`config.mk`:
```
export PLATFORM = sky130hd
export DESIGN_NAME = signed_int_to_radix_text
export DESIGN_NICKNAME = d
export VERILOG_FILES = /design/src/hw/rtl/sirt_pkg.sv /design/src/hw/rtl/signed_int_to_radix_text.sv
export SDC_FILE = /design/constraint.sdc
export NUM_CORES = 2
export LEC_CHECK = 0
export BUFFER_PORTS_ARGS = -buffer_cell sky130_fd_sc_hd__buf_2
export CORE_MARGIN = 2
export CORE_UTILIZATION = 24
export DETAILED_ROUTE_END_ITERATION = 7
export GPL_TIMING_DRIVEN = 0
export MAX_ROUTING_LAYER = met4
export PLACE_DENSITY_LB_ADDON = 0.3
export SLEW_MARGIN = 20
export SYNTH_ARGS = -nofsm -noshare
export SYNTH_HDL_FRONTEND = slang
export SYNTH_SLANG_ARGS = --single-unit
export TNS_END_PERCENT = 50
```
`constraint.sdc`:
```
create_clock -name clk -period 34.5 [get_ports clk]
set_input_delay 6.9 -clock clk [delete_from_list [all_inputs] [get_ports clk]]
set_output_delay 6.9 -clock clk [all_outputs]
set_load 0.02 [all_outputs]
```
`src/hw/rtl/sirt_pkg.sv`:
```
package sirt_pkg;

  // Fixed field widths
  localparam int CMD_W      = 1;
  localparam int SYM_IDX_W  = 6;
  localparam int CHAR_W     = 8;
  localparam int NUM_W      = 32;
  localparam int BASE_LEN_W = 7;

  // Alphabet depth default and digit store depth
  localparam int MAX_BASE_DEF = 64;
  localparam int MAX_DIGITS   = 32;
  localparam int STACK_AW     = $clog2(MAX_DIGITS);
  localparam int DEPTH_W      = STACK_AW + 1;

  // Long division: bits of the dividend consumed per cycle
  localparam int DIV_CHUNK  = 8;
  localparam int DIV_CYCLES = NUM_W / DIV_CHUNK;
  localparam int DIV_CNT_W  = $clog2(DIV_CYCLES);

  // Symbols with special meaning
  localparam logic [CHAR_W-1:0]     MINUS_CHAR = 8'h2D;
  localparam logic [CHAR_W-1:0]     PLUS_CHAR  = 8'h2B;
  localparam logic [BASE_LEN_W-1:0] MIN_RADIX  = 7'd2;
  localparam logic [BASE_LEN_W-1:0] BASE_LEN_RESET = 7'd10;

  // Command codes
  localparam logic [CMD_W-1:0] CMD_WRITE_SYMBOL = 1'b0;
  localparam logic [CMD_W-1:0] CMD_CONVERT      = 1'b1;

  // Configuration port
  localparam int PADDR_W = 3;
  localparam int PDATA_W = 32;
  localparam int REG_IDX_W = PADDR_W - 2;
  localparam logic [REG_IDX_W-1:0] REG_BASE_LENGTH = 1'b0;

  typedef struct packed {
    logic [CMD_W-1:0]      command;
    logic [SYM_IDX_W-1:0]  symbol_index;
    logic [CHAR_W-1:0]     symbol_char;
    logic signed [NUM_W-1:0] number;
  } in_item_t;

  typedef struct packed {
    logic [CHAR_W-1:0] out_char;
    logic              last;
  } out_item_t;

  typedef enum logic [2:0] {
    S_IDLE,
    S_CHECK,
    S_DIVIDE,
    S_SIGN,
    S_POP,
    S_LOOK,
    S_EMIT
  } state_t;

endpackage

```
`src/hw/rtl/signed_int_to_radix_text.sv`:
```
// Write-symbol beat: stored in the alphabet memory when its index is below MAX_BASE, no output.
// Convert beat: alphabet check (one memory read per symbol; a repeated symbol or '+'/'-' drops the item),
// then the radix divider for each digit, then for each emitted byte the digit store read,
// alphabet read and output register; a negative number emits the minus sign before its digits.
// One item at a time; the next beat is taken while the final byte waits at the output.
// Reset clears the control state and sets base_length to 10; memories keep their contents.
module signed_int_to_radix_text #(
  parameter int MAX_BASE = sirt_pkg::MAX_BASE_DEF
) (
  input  logic                                   clk,
  input  logic                                   rst,
  input  logic                                   in_valid,
  output logic                                   in_ready,
  input  sirt_pkg::in_item_t                     in_data,
  output logic                                   out_valid,
  input  logic                                   out_ready,
  output sirt_pkg::out_item_t                    out_data,
  input  logic                                   psel,
  input  logic                                   penable,
  input  logic                                   pwrite,
  input  logic [sirt_pkg::PADDR_W-1:0]           paddr,
  input  logic [sirt_pkg::PDATA_W-1:0]           pwdata,
  output logic [sirt_pkg::PDATA_W-1:0]           prdata,
  output logic                                   pready
);
  import sirt_pkg::*;

  localparam int ALPHA_AW = (MAX_BASE > 2) ? $clog2(MAX_BASE) : 1;
  localparam int DIGIT_W  = ALPHA_AW;
  localparam logic [8:0] MAX_BASE_V = 9'(MAX_BASE);

  // Memories
  logic [CHAR_W-1:0]  alphabet [MAX_BASE];
  logic [DIGIT_W-1:0] digit_stack [MAX_DIGITS];

  logic                 alpha_we;
  logic [ALPHA_AW-1:0]  alpha_waddr;
  logic                 alpha_re;
  logic [ALPHA_AW-1:0]  alpha_raddr;
  logic [CHAR_W-1:0]    alpha_rdata;
  logic                 stack_we;
  logic [STACK_AW-1:0]  stack_waddr;
  logic [DIGIT_W-1:0]   stack_wdata;
  logic                 stack_re;
  logic [STACK_AW-1:0]  stack_raddr;
  logic [DIGIT_W-1:0]   stack_rdata;

  // Control and datapath registers
  state_t                 state, state_next;
  logic [BASE_LEN_W-1:0]  base_length;
  logic                   neg;
  logic [NUM_W-1:0]       dvd;
  logic [NUM_W-1:0]       qacc;
  logic [BASE_LEN_W-1:0]  rem;
  logic [DIV_CNT_W-1:0]   cnt;
  logic [DEPTH_W-1:0]     depth;
  logic [BASE_LEN_W-1:0]  ck_idx;
  logic                   ck_pend;
  logic [255:0]           seen;

  // Decoded conditions
  logic                   in_fire;
  logic                   is_write;
  logic                   is_conv;
  logic                   idx_in_range;
  logic                   bl_ok;
  logic                   ck_more;
  logic                   ck_bad;
  logic                   ck_done;
  logic                   div_last;
  logic                   div_more;
  logic                   out_free;
  logic                   load_out;
  logic [NUM_W-1:0]       mag_in;
  logic [NUM_W-1:0]       q_next;
  logic [BASE_LEN_W-1:0]  rem_next;
  logic                   cfg_wr;

  assign in_ready     = (state == S_IDLE);
  assign in_fire      = in_valid && in_ready;
  assign is_write     = in_fire && (in_data.command == CMD_WRITE_SYMBOL);
  assign is_conv      = in_fire && (in_data.command == CMD_CONVERT);
  assign idx_in_range = ({3'b000, in_data.symbol_index} < MAX_BASE_V);
  assign bl_ok        = (base_length >= MIN_RADIX) && ({2'b00, base_length} <= MAX_BASE_V);
  assign mag_in       = in_data.number[NUM_W-1] ? (NUM_W'(0) - NUM_W'(in_data.number))
                                                : NUM_W'(in_data.number);

  // Alphabet check: one symbol read per cycle, each result checked in the next cycle
  assign ck_more = (ck_idx < base_length);
  assign ck_bad  = ck_pend && ((alpha_rdata == MINUS_CHAR) || (alpha_rdata == PLUS_CHAR) ||
                               seen[alpha_rdata]);
  assign ck_done = !ck_pend && !ck_more;

  // Radix divider: one chunk of dividend bits per cycle, restoring steps
  always_comb begin
    logic [BASE_LEN_W:0] r;
    logic [BASE_LEN_W:0] base_ext;
    logic [DIV_CHUNK-1:0] qb;
    base_ext = {1'b0, base_length};
    r        = {1'b0, rem};
    qb       = '0;
    for (int i = 0; i < DIV_CHUNK; i++) begin
      r = {r[BASE_LEN_W-1:0], dvd[NUM_W-1-i]};
      if (r >= base_ext) begin
        r = r - base_ext;
        qb[DIV_CHUNK-1-i] = 1'b1;
      end
    end
    q_next   = {qacc[NUM_W-DIV_CHUNK-1:0], qb};
    rem_next = r[BASE_LEN_W-1:0];
  end

  assign div_last = (cnt == DIV_CNT_W'(DIV_CYCLES - 1));
  assign div_more = (q_next != '0) && (depth != DEPTH_W'(MAX_DIGITS - 1));

  assign out_free = !out_valid || out_ready;
  assign load_out = ((state == S_SIGN) || (state == S_EMIT)) && out_free;

  // Next state
  always_comb begin
    state_next = state;
    case (state)
      S_IDLE: begin
        if (is_conv && bl_ok) state_next = S_CHECK;
      end
      S_CHECK: begin
        if (ck_bad) state_next = S_IDLE;
        else if (ck_done) state_next = S_DIVIDE;
      end
      S_DIVIDE: begin
        if (div_last && !div_more) state_next = neg ? S_SIGN : S_POP;
      end
      S_SIGN: begin
        if (out_free) state_next = S_POP;
      end
      S_POP:  state_next = S_LOOK;
      S_LOOK: state_next = S_EMIT;
      S_EMIT: begin
        if (out_free) state_next = (depth == '0) ? S_IDLE : S_POP;
      end
      default: state_next = S_IDLE;
    endcase
  end

  // Memory port control
  always_comb begin
    alpha_we    = is_write && idx_in_range;
    alpha_waddr = ALPHA_AW'(in_data.symbol_index);
    alpha_re    = 1'b0;
    alpha_raddr = ALPHA_AW'(ck_idx);
    stack_we    = (state == S_DIVIDE) && div_last;
    stack_waddr = depth[STACK_AW-1:0];
    stack_wdata = DIGIT_W'(rem_next);
    stack_re    = (state == S_POP);
    stack_raddr = STACK_AW'(depth - DEPTH_W'(1));
    case (state)
      S_CHECK: alpha_re = ck_more;
      S_LOOK: begin
        alpha_re    = 1'b1;
        alpha_raddr = stack_rdata;
      end
      default: alpha_re = 1'b0;
    endcase
  end

  // Alphabet memory
  always_ff @(posedge clk) begin
    if (alpha_we) alphabet[alpha_waddr] <= in_data.symbol_char;
    if (alpha_re) alpha_rdata <= alphabet[alpha_raddr];
  end

  // Digit store
  always_ff @(posedge clk) begin
    if (stack_we) digit_stack[stack_waddr] <= stack_wdata;
    if (stack_re) stack_rdata <= digit_stack[stack_raddr];
  end

  // State register
  always_ff @(posedge clk) begin
    if (rst) state <= S_IDLE;
    else     state <= state_next;
  end

  // Check and divide datapath
  always_ff @(posedge clk) begin
    case (state)
      S_IDLE: begin
        if (is_conv) begin
          neg     <= in_data.number[NUM_W-1];
          dvd     <= mag_in;
          qacc    <= '0;
          rem     <= '0;
          cnt     <= '0;
          depth   <= '0;
          ck_idx  <= '0;
          ck_pend <= 1'b0;
          seen    <= '0;
        end
      end
      S_CHECK: begin
        ck_pend <= ck_more;
        if (ck_more) ck_idx <= ck_idx + BASE_LEN_W'(1);
        if (ck_pend && !ck_bad) seen[alpha_rdata] <= 1'b1;
      end
      S_DIVIDE: begin
        cnt <= cnt + DIV_CNT_W'(1);
        if (div_last) begin
          depth <= depth + DEPTH_W'(1);
          dvd   <= q_next;
          qacc  <= '0;
          rem   <= '0;
        end else begin
          dvd   <= {dvd[NUM_W-DIV_CHUNK-1:0], {DIV_CHUNK{1'b0}}};
          qacc  <= q_next;
          rem   <= rem_next;
        end
      end
      S_POP: depth <= depth - DEPTH_W'(1);
      default: ;
    endcase
  end

  // Output register
  always_ff @(posedge clk) begin
    if (rst) out_valid <= 1'b0;
    else if (load_out) out_valid <= 1'b1;
    else if (out_ready) out_valid <= 1'b0;
  end

  always_ff @(posedge clk) begin
    if (load_out) begin
      if (state == S_SIGN) begin
        out_data.out_char <= MINUS_CHAR;
        out_data.last     <= 1'b0;
      end else begin
        out_data.out_char <= alpha_rdata;
        out_data.last     <= (depth == '0);
      end
    end
  end

  // Configuration port
  assign pready = 1'b1;
  assign cfg_wr = psel && penable && pwrite && pready &&
                  (paddr[PADDR_W-1:2] == REG_BASE_LENGTH);

  always_ff @(posedge clk) begin
    if (rst) base_length <= BASE_LEN_RESET;
    else if (cfg_wr) base_length <= pwdata[BASE_LEN_W-1:0];
  end

  assign prdata = (paddr[PADDR_W-1:2] == REG_BASE_LENGTH) ? PDATA_W'(base_length) : '0;

endmodule
```
-- After elaboration in Yosys (flattened, before gate mapping)
Memories as Yosys holds them, arrays and structs flattened. A register that Yosys moved wholly into a read port is not among the register bits.
Index checks and enable logic that the tools add are counted.
- bits in registers: 356
- memories: 2
- output and inout bits: 44
- RAM bits: 704
- logic and storage cells: 163
- input port bits: 89
- memories (name ; depth ; width ; read ports ; clocked after Yosys merged registers in ; wr ports ; line ; text):
    alphabet ; 64 ; 8 ; 1 ; 1 ; 1 ; signed_int_to_radix_text.sv:33 ; logic [CHAR_W-1:0] alphabet [MAX_BASE];
    digit_stack ; 32 ; 6 ; 1 ; 1 ; 1 ; signed_int_to_radix_text.sv:34 ; logic [DIGIT_W-1:0] digit_stack [MAX_DIGITS];
- bitwise gates (word level): 3
- multiplexer cells: 60
- reductions and logical operators: 39
- eq/ne operators: 19
- add/subtract/negate cells: 13
- order comparisons: 13
- operators with widths (operator ; number):
    256-bit 2-to-1 mux ; 2
    256-bit case mux with 2 select lines ; 1
    256-bit bitwise OR ; 1
    32-bit 2-to-1 mux ; 3
    7-bit 2-to-1 mux ; 12
    8-bit by 7-bit greater-or-equal comparator with 1-bit output ; 8
    32-bit case mux with 2 select lines ; 1
    7-bit subtractor ; 8
    24-bit 2-to-1 mux ; 2
    24-bit case mux with 2 select lines ; 1
    32-bit nonzero test ; 1
    1-bit by 32-bit subtractor with 32-bit output, first input constant ; 1
    7-bit case mux with 2 select lines ; 2
    3-bit 2-to-1 mux ; 8
    3-bit case mux with 7 select lines ; 1
    6-bit 2-to-1 mux ; 3
    6-bit case mux with 3 select lines ; 1
    1-bit 2-to-1 mux ; 17
    8-bit by 6-bit == test with 1-bit output, second input constant ; 2
    1-bit logical AND ; 16
    2-bit != test, second input constant ; 6
    3-bit == test, second input constant ; 3
    8-bit by 9-bit < comparator with 1-bit output, second input constant ; 1
    3-bit AND reduction ; 3
    28 further kinds ; 43

-- Logic depth before layout (Yosys ltp)
- depth in word-level cells: 22
- gate-level depth with buffers: 87
- depth with buffers taken out: 81

-- Least setup slack after synthesis
No wires, ideal clock.
- path kind: reg-to-reg
- start: register base_length[1]
- end: memory digit_stack[0][0] (netlist bit), data pin
- required time: 34123 ps
- library setup time: 377 ps
- period minus slack after synthesis: 17410 ps
- cell stages (with the launch flop): 77
- arrival: 17033 ps
- path buffers: 6
- slack: 17090 ps
- cells stage by stage: dfxtp_1 -> inv_1 -> fa_1 -> a211oi_4 -> nor3_2 -> or3_1 -> buf_2 -> nand2_1 -> nand2_1 -> ha_1 -> nor2b_1 -> o31a_1 -> o31a_1 -> a211oi_2 -> buf_4 -> buf_2 -> mux2_2 -> ha_1 -> [41 not listed] -> a21o_1 -> a21o_1 -> o21ai_0 -> nand2b_1 -> a211oi_4 -> nand2_2 -> o21a_1 -> fa_1 -> a21o_1 -> a21oi_1 -> o21bai_1 -> a21oi_1 -> o21ai_0 -> a21oi_1 -> and2_1 -> a21boi_1 -> nor2_1 -> a21oi_1
- longest elaborated chain between the ends: 16
- elaborated cells on any way between the ends: 23
- classes of those cells: 7 x add/sub; 8 x order compare; 8 x mux
- ends and longest elaborated chain (element ; line ; text):
    start, declared ; signed_int_to_radix_text.sv:50 ; logic [BASE_LEN_W-1:0] base_length;
    start signal, assigned ; signed_int_to_radix_text.sv:249 ; else if (cfg_wr) base_length <= pwdata[BASE_LEN_W-1:0];
    7-bit subtractor or 8-bit by 7-bit greater-or-equal comparator with 1-bit output (tied branches) ; signed_int_to_radix_text.sv:105, signed_int_to_radix_text.sv:104 ;
    7-bit 2-to-1 mux ; signed_int_to_radix_text.sv:104 ; if (r >= base_ext) begin
    7-bit subtractor or 8-bit by 7-bit greater-or-equal comparator with 1-bit output (tied branches) ; signed_int_to_radix_text.sv:105, signed_int_to_radix_text.sv:104 ;
    7-bit 2-to-1 mux ; signed_int_to_radix_text.sv:104 ;
    7-bit subtractor or 8-bit by 7-bit greater-or-equal comparator with 1-bit output (tied branches) ; signed_int_to_radix_text.sv:105, signed_int_to_radix_text.sv:104 ;
    7-bit 2-to-1 mux ; signed_int_to_radix_text.sv:104 ;
    7-bit subtractor or 8-bit by 7-bit greater-or-equal comparator with 1-bit output (tied branches) ; signed_int_to_radix_text.sv:105, signed_int_to_radix_text.sv:104 ;
    7-bit 2-to-1 mux ; signed_int_to_radix_text.sv:104 ;
    7-bit subtractor or 8-bit by 7-bit greater-or-equal comparator with 1-bit output (tied branches) ; signed_int_to_radix_text.sv:105, signed_int_to_radix_text.sv:104 ;
    7-bit 2-to-1 mux ; signed_int_to_radix_text.sv:104 ;
    7-bit subtractor or 8-bit by 7-bit greater-or-equal comparator with 1-bit output (tied branches) ; signed_int_to_radix_text.sv:105, signed_int_to_radix_text.sv:104 ;
    7-bit 2-to-1 mux ; signed_int_to_radix_text.sv:104 ;
    8-bit by 7-bit greater-or-equal comparator with 1-bit output or 7-bit subtractor (tied branches) ; signed_int_to_radix_text.sv:104, signed_int_to_radix_text.sv:105 ;
    7-bit 2-to-1 mux ; signed_int_to_radix_text.sv:104 ;
    8-bit by 7-bit greater-or-equal comparator with 1-bit output * ; signed_int_to_radix_text.sv:104 ;
    7-bit 2-to-1 mux * ; signed_int_to_radix_text.sv:104 ;
    net rem_next[0] ; signed_int_to_radix_text.sv:76 ; logic [BASE_LEN_W-1:0] rem_next;
    end, declared ; signed_int_to_radix_text.sv:34 ;
Mark *: on every way through the listed nets, which the timed path passes. The rest lies on a longest branch.

-- Worst setup path in the final report
- start: register base_length[1]
- end: memory digit_stack[6][1] (netlist bit), data pin
- longest elaborated chain between the ends: 16
- elaborated cells on any way between the ends: 24
- classes of those cells: 8 x add/sub; 8 x order compare; 8 x mux
- ends and longest elaborated chain (element ; line):
    7-bit subtractor or 8-bit by 7-bit greater-or-equal comparator with 1-bit output (tied branches) ; signed_int_to_radix_text.sv:105, signed_int_to_radix_text.sv:104
    7-bit 2-to-1 mux ; signed_int_to_radix_text.sv:104
    7-bit subtractor or 8-bit by 7-bit greater-or-equal comparator with 1-bit output (tied branches) ; signed_int_to_radix_text.sv:105, signed_int_to_radix_text.sv:104
    7-bit 2-to-1 mux ; signed_int_to_radix_text.sv:104
    7-bit subtractor or 8-bit by 7-bit greater-or-equal comparator with 1-bit output (tied branches) ; signed_int_to_radix_text.sv:105, signed_int_to_radix_text.sv:104
    7-bit 2-to-1 mux ; signed_int_to_radix_text.sv:104
    7-bit subtractor or 8-bit by 7-bit greater-or-equal comparator with 1-bit output (tied branches) ; signed_int_to_radix_text.sv:105, signed_int_to_radix_text.sv:104
    7-bit 2-to-1 mux ; signed_int_to_radix_text.sv:104
    7-bit subtractor or 8-bit by 7-bit greater-or-equal comparator with 1-bit output (tied branches) ; signed_int_to_radix_text.sv:105, signed_int_to_radix_text.sv:104
    7-bit 2-to-1 mux ; signed_int_to_radix_text.sv:104
    7-bit subtractor or 8-bit by 7-bit greater-or-equal comparator with 1-bit output (tied branches) ; signed_int_to_radix_text.sv:105, signed_int_to_radix_text.sv:104
    7-bit 2-to-1 mux ; signed_int_to_radix_text.sv:104
    8-bit by 7-bit greater-or-equal comparator with 1-bit output or 7-bit subtractor (tied branches) ; signed_int_to_radix_text.sv:104, signed_int_to_radix_text.sv:105
    7-bit 2-to-1 mux ; signed_int_to_radix_text.sv:104
    7-bit subtractor or 8-bit by 7-bit greater-or-equal comparator with 1-bit output (tied branches) ; signed_int_to_radix_text.sv:105, signed_int_to_radix_text.sv:104
    7-bit 2-to-1 mux * ; signed_int_to_radix_text.sv:104
    net rem_next[1] ; signed_int_to_radix_text.sv:76
Marks and branches as above.

==> results.json <==
{
  "outcome": "complete, no violations",
  "synth.distinct_cells": 79,
  "cts_root_buffer": "clkbuf_16",
  "synthArstFlopShare": 0,
  "nNetsFinal": 3689,
  "worstPathArrival_ps": 22030,
  "synthCells": 3285,
  "skew_ps": 73.32,
  "first_global_vias": 29360,
  "ioPinCount": 133,
  "viasPerCell": 4.631,
  "remaining_drc_errors": 0,
  "netlist_area_mm2": 0.04916,
  "die_area_mm2": 0.2085,
  "grt_antenna_before_repair": 2,
  "cts_buffers": 114,
  "cts_resized": 0,
  "dp_hpwl_um": 88360,
  "firstDrtPassIters": 8,
  "synth_area_leaders": "edfxtp_1, mux4_2, nor2_1, a21oi_1, ha_1",
  "fin_crit_ps": 21640,
  "grt-ovfl-total": 0,
  "rsz0062_at_grt": "false",
  "num_vias": 29210,
  "min_period_over_period": 0.6272,
  "num_rows": 166,
  "synth_top_area_cell": "edfxtp_1",
  "globalplace.congestion": 0.8181,
  "syn_area_per_cell_um2": 14.97,
  "start_kind": "flip-flop",
  "numClockSinks": 1074,
  "grt_max_degree": 65,
  "cts.clk_slew.worst_paths_ps": 60,
  "critPathBufInv": 6,
  "clkLatencyLatePin_ps": 750,
  "cts.path.max_buffers": 3,
  "drtAntennaViolNets": 0,
  "portBuffers": 76,
  "wl_per_cell_um": 21.12,
  "hold_class": "reg -> reg",
  "layout-drive-gt1-share": 0.1786,
  "critPathSlowestCell": "dfxtp_1",
  "cp_max_fo": 32,
  "htree_num_levels": 3,
  "slew_headroom": 0.2087,
  "crit_top_cell": "ha_1",
  "tightest_slew_ps": 1187,
  "grt.total_usage": 0.1283,
  "setup_viol": 0,
  "path_class": "reg -> reg",
  "hold_buffers": 0,
  "cp.required_ps": 34890,
  "hold_viol_final": 0,
  "initial_core_util": 0.2408,
  "fin_setup_tns_ps": 0,
  "post_cts_buffers": 0,
  "yosys.area.top_type_share": 0.6493,
  "yosysSeqAreaShare": 0.6537,
  "die_h_um": 456.6,
  "slowest_delay_ps": 900,
  "die_w_um": 456.6,
  "clock.fmax_mhz": 46.21,
  "synth_edf_count": 1063,
  "core_area_mm2": 0.2042,
  "maxSlewViolCount": 0,
  "drt_iter0_markers": 2701,
  "maxCapViolCount": 0,
  "synth.ff_latch_count": 1074,
  "area_growth_pct": 16.43,
  "synthFlopType": "edfxtp_1",
  "grt_pass1_wl_um": 197000,
  "yosysWarnings": 0,
  "drt-total-wl_um": 133200,
  "cts_tree": "built",
  "path_delay_family": "compound AO/OA/AOI/OAI gates",
  "end_kind": "flip-flop"
}
-- worst reg2reg max path: cells and delay by family, from the launching register on --
family                     cells  cell delay [ps]
AOI/OAI and AO/OA             37             8940
and+or+nand+nor               18             4300
adders and majority gates      8             3160
buffers and inverters          6             2260
muxes                          5             1670
DFF                            1              900
-- stage by stage --
step | util | instance area [µm²] | hold WS, ps | instances | setup slack, ps
after detailed placement | 0.2621 | 53510 | 485.7 | 6095 | 12460
final | 0.2804 | 57240 | 498.1 | 6307 | 12860
after global placement | 0.2596 | 53000 | 483.8 | 6073 | 11110
after CTS | 0.2803 | 57230 | 504.7 | 6305 | 12340
after global routing | 0.2804 | 57240 | 549.4 | 6307 | 11060
after floorplan | - | 49250 | 459.4 | 3309 | 17090
-- metal layers --
metal	routed length, µm	vias up	GRT usage
li1	-	13230	-
met1	60810	15070	0.1750
met2	63220	755	0.2018
met3	6237	160	0.01514
met4	2911	0	0.03573
met5	0	-	-
-- area by class of cell --
class | instances | area (µm²)
inverter | 51 | 191.4
antenna | 2 | 5.005
buffer | 217 | 953.4
clock inverter | 58 | 726.9
fill | 20580 | 146900
clock buffer | 152 | 2995
timing repair buffer | 98 | 769.5
multi-input combinational | 1967 | 16100
sequential | 1074 | 32140
tap | 2688 | 3363
-- cells in the final DEF (no fill, tap or decap), types with 11 or more instances in the layout --
cell / n
nor3_2: 11
edfxtp_1: 1063
a311oi_1: 17
dfxtp_1: 11
bufinv_16: 12
o22ai_1: 11
nor3_1: 21
inv_1: 51
and2_1: 60
conb_1: 26
xor2_1: 18
o31ai_1: 12
or3_1: 13
o21ai_0: 49
clkinv_1: 17
clkbuf_1: 187
ha_1: 69
mux2i_1: 49
buf_2: 94
a211oi_1: 50
o21a_1: 12
mux4_2: 267
nand3_1: 20
a21o_1: 18
buf_1: 13
nor2b_1: 26
mux2_2: 21
nor2_1: 469
a31oi_1: 21
clkbuf_16: 114
buf_4: 41
nand2b_1: 25
nand2_1: 136
a21oi_1: 336
clkinv_2: 18
xnor2_1: 46
-- worst paths after layout --
| path | start | end | slack, ps | depth (start not counted) |
|---|---|---|---|---|
| setup reg to reg | base_length[1] | digit_stack[6][1] | 12860 | 74 |
| hold reg to reg | base_length[3] | base_length[3] | 500 | 1 |
| setup / recovery | base_length[1] | digit_stack[6][1] | 12860 | 74 |
| hold / removal | base_length[3] | base_length[3] | 500 | 1 |
-- cell families after synthesis --
kind of cell | count (synthesis) | synth area share
compound gates | 602 | 0.07398
xor+xnor | 64 | 0.01140
fa+ha+maj | 77 | 0.02082
buf+inv | 268 | 0.02318
flops | 1074 | 0.6537
mux | 341 | 0.1380
other cells | 2 | 0.0001528
simple gates | 857 | 0.07869
-- state kept, by name (all words and copies together), names as in the netlist --
| name | cells |
|---|---|
| alpha_rdata | 8 |
| neg | 1 |
| out_data | 9 |
| depth | 6 |
| state | 3 |
| ck_idx | 7 |
| base_length | 7 |
| rem | 7 |
| seen | 256 |
| out_valid | 1 |
| dvd | 32 |
| ck_pend | 1 |
| digit_stack | 192 |
| stack_rdata | 6 |
| qacc | 24 |
| alphabet | 512 |
| cnt | 2 |
-- Yosys cell counts (6+ instances only) --
| master | instances |
|---|---|
| nand2b_1 | 25 |
| a311oi_1 | 17 |
| a21o_1 | 18 |
| or2_2 | 6 |
| mux4_2 | 267 |
| mux2i_1 | 51 |
| a21oi_1 | 341 |
| a31oi_1 | 21 |
| nor3_1 | 28 |
| buf_1 | 16 |
| fa_1 | 8 |
| xor2_1 | 18 |
| nand2_1 | 138 |
| inv_1 | 51 |
| or3_1 | 13 |
| and2_1 | 60 |
| nand4_1 | 9 |
| nor2_1 | 469 |
| and3_1 | 6 |
| mux2_2 | 21 |
| nand3_1 | 20 |
| buf_2 | 23 |
| dfxtp_1 | 11 |
| nor3b_1 | 7 |
| o21ai_0 | 49 |
| or4_1 | 8 |
| buf_4 | 28 |
| ha_1 | 69 |
| o21a_1 | 13 |
| nor4_1 | 12 |
| o22ai_1 | 11 |
| clkbuf_1 | 150 |
| nor2b_1 | 26 |
| nand3b_1 | 8 |
| xnor2_1 | 46 |
| o21bai_1 | 7 |
| edfxtp_1 | 1063 |
| a211oi_1 | 50 |
| o31ai_1 | 12 |
Power is not shown: default switching activity piles up to over one toggle a cycle in this logic, so the estimate is an artifact.
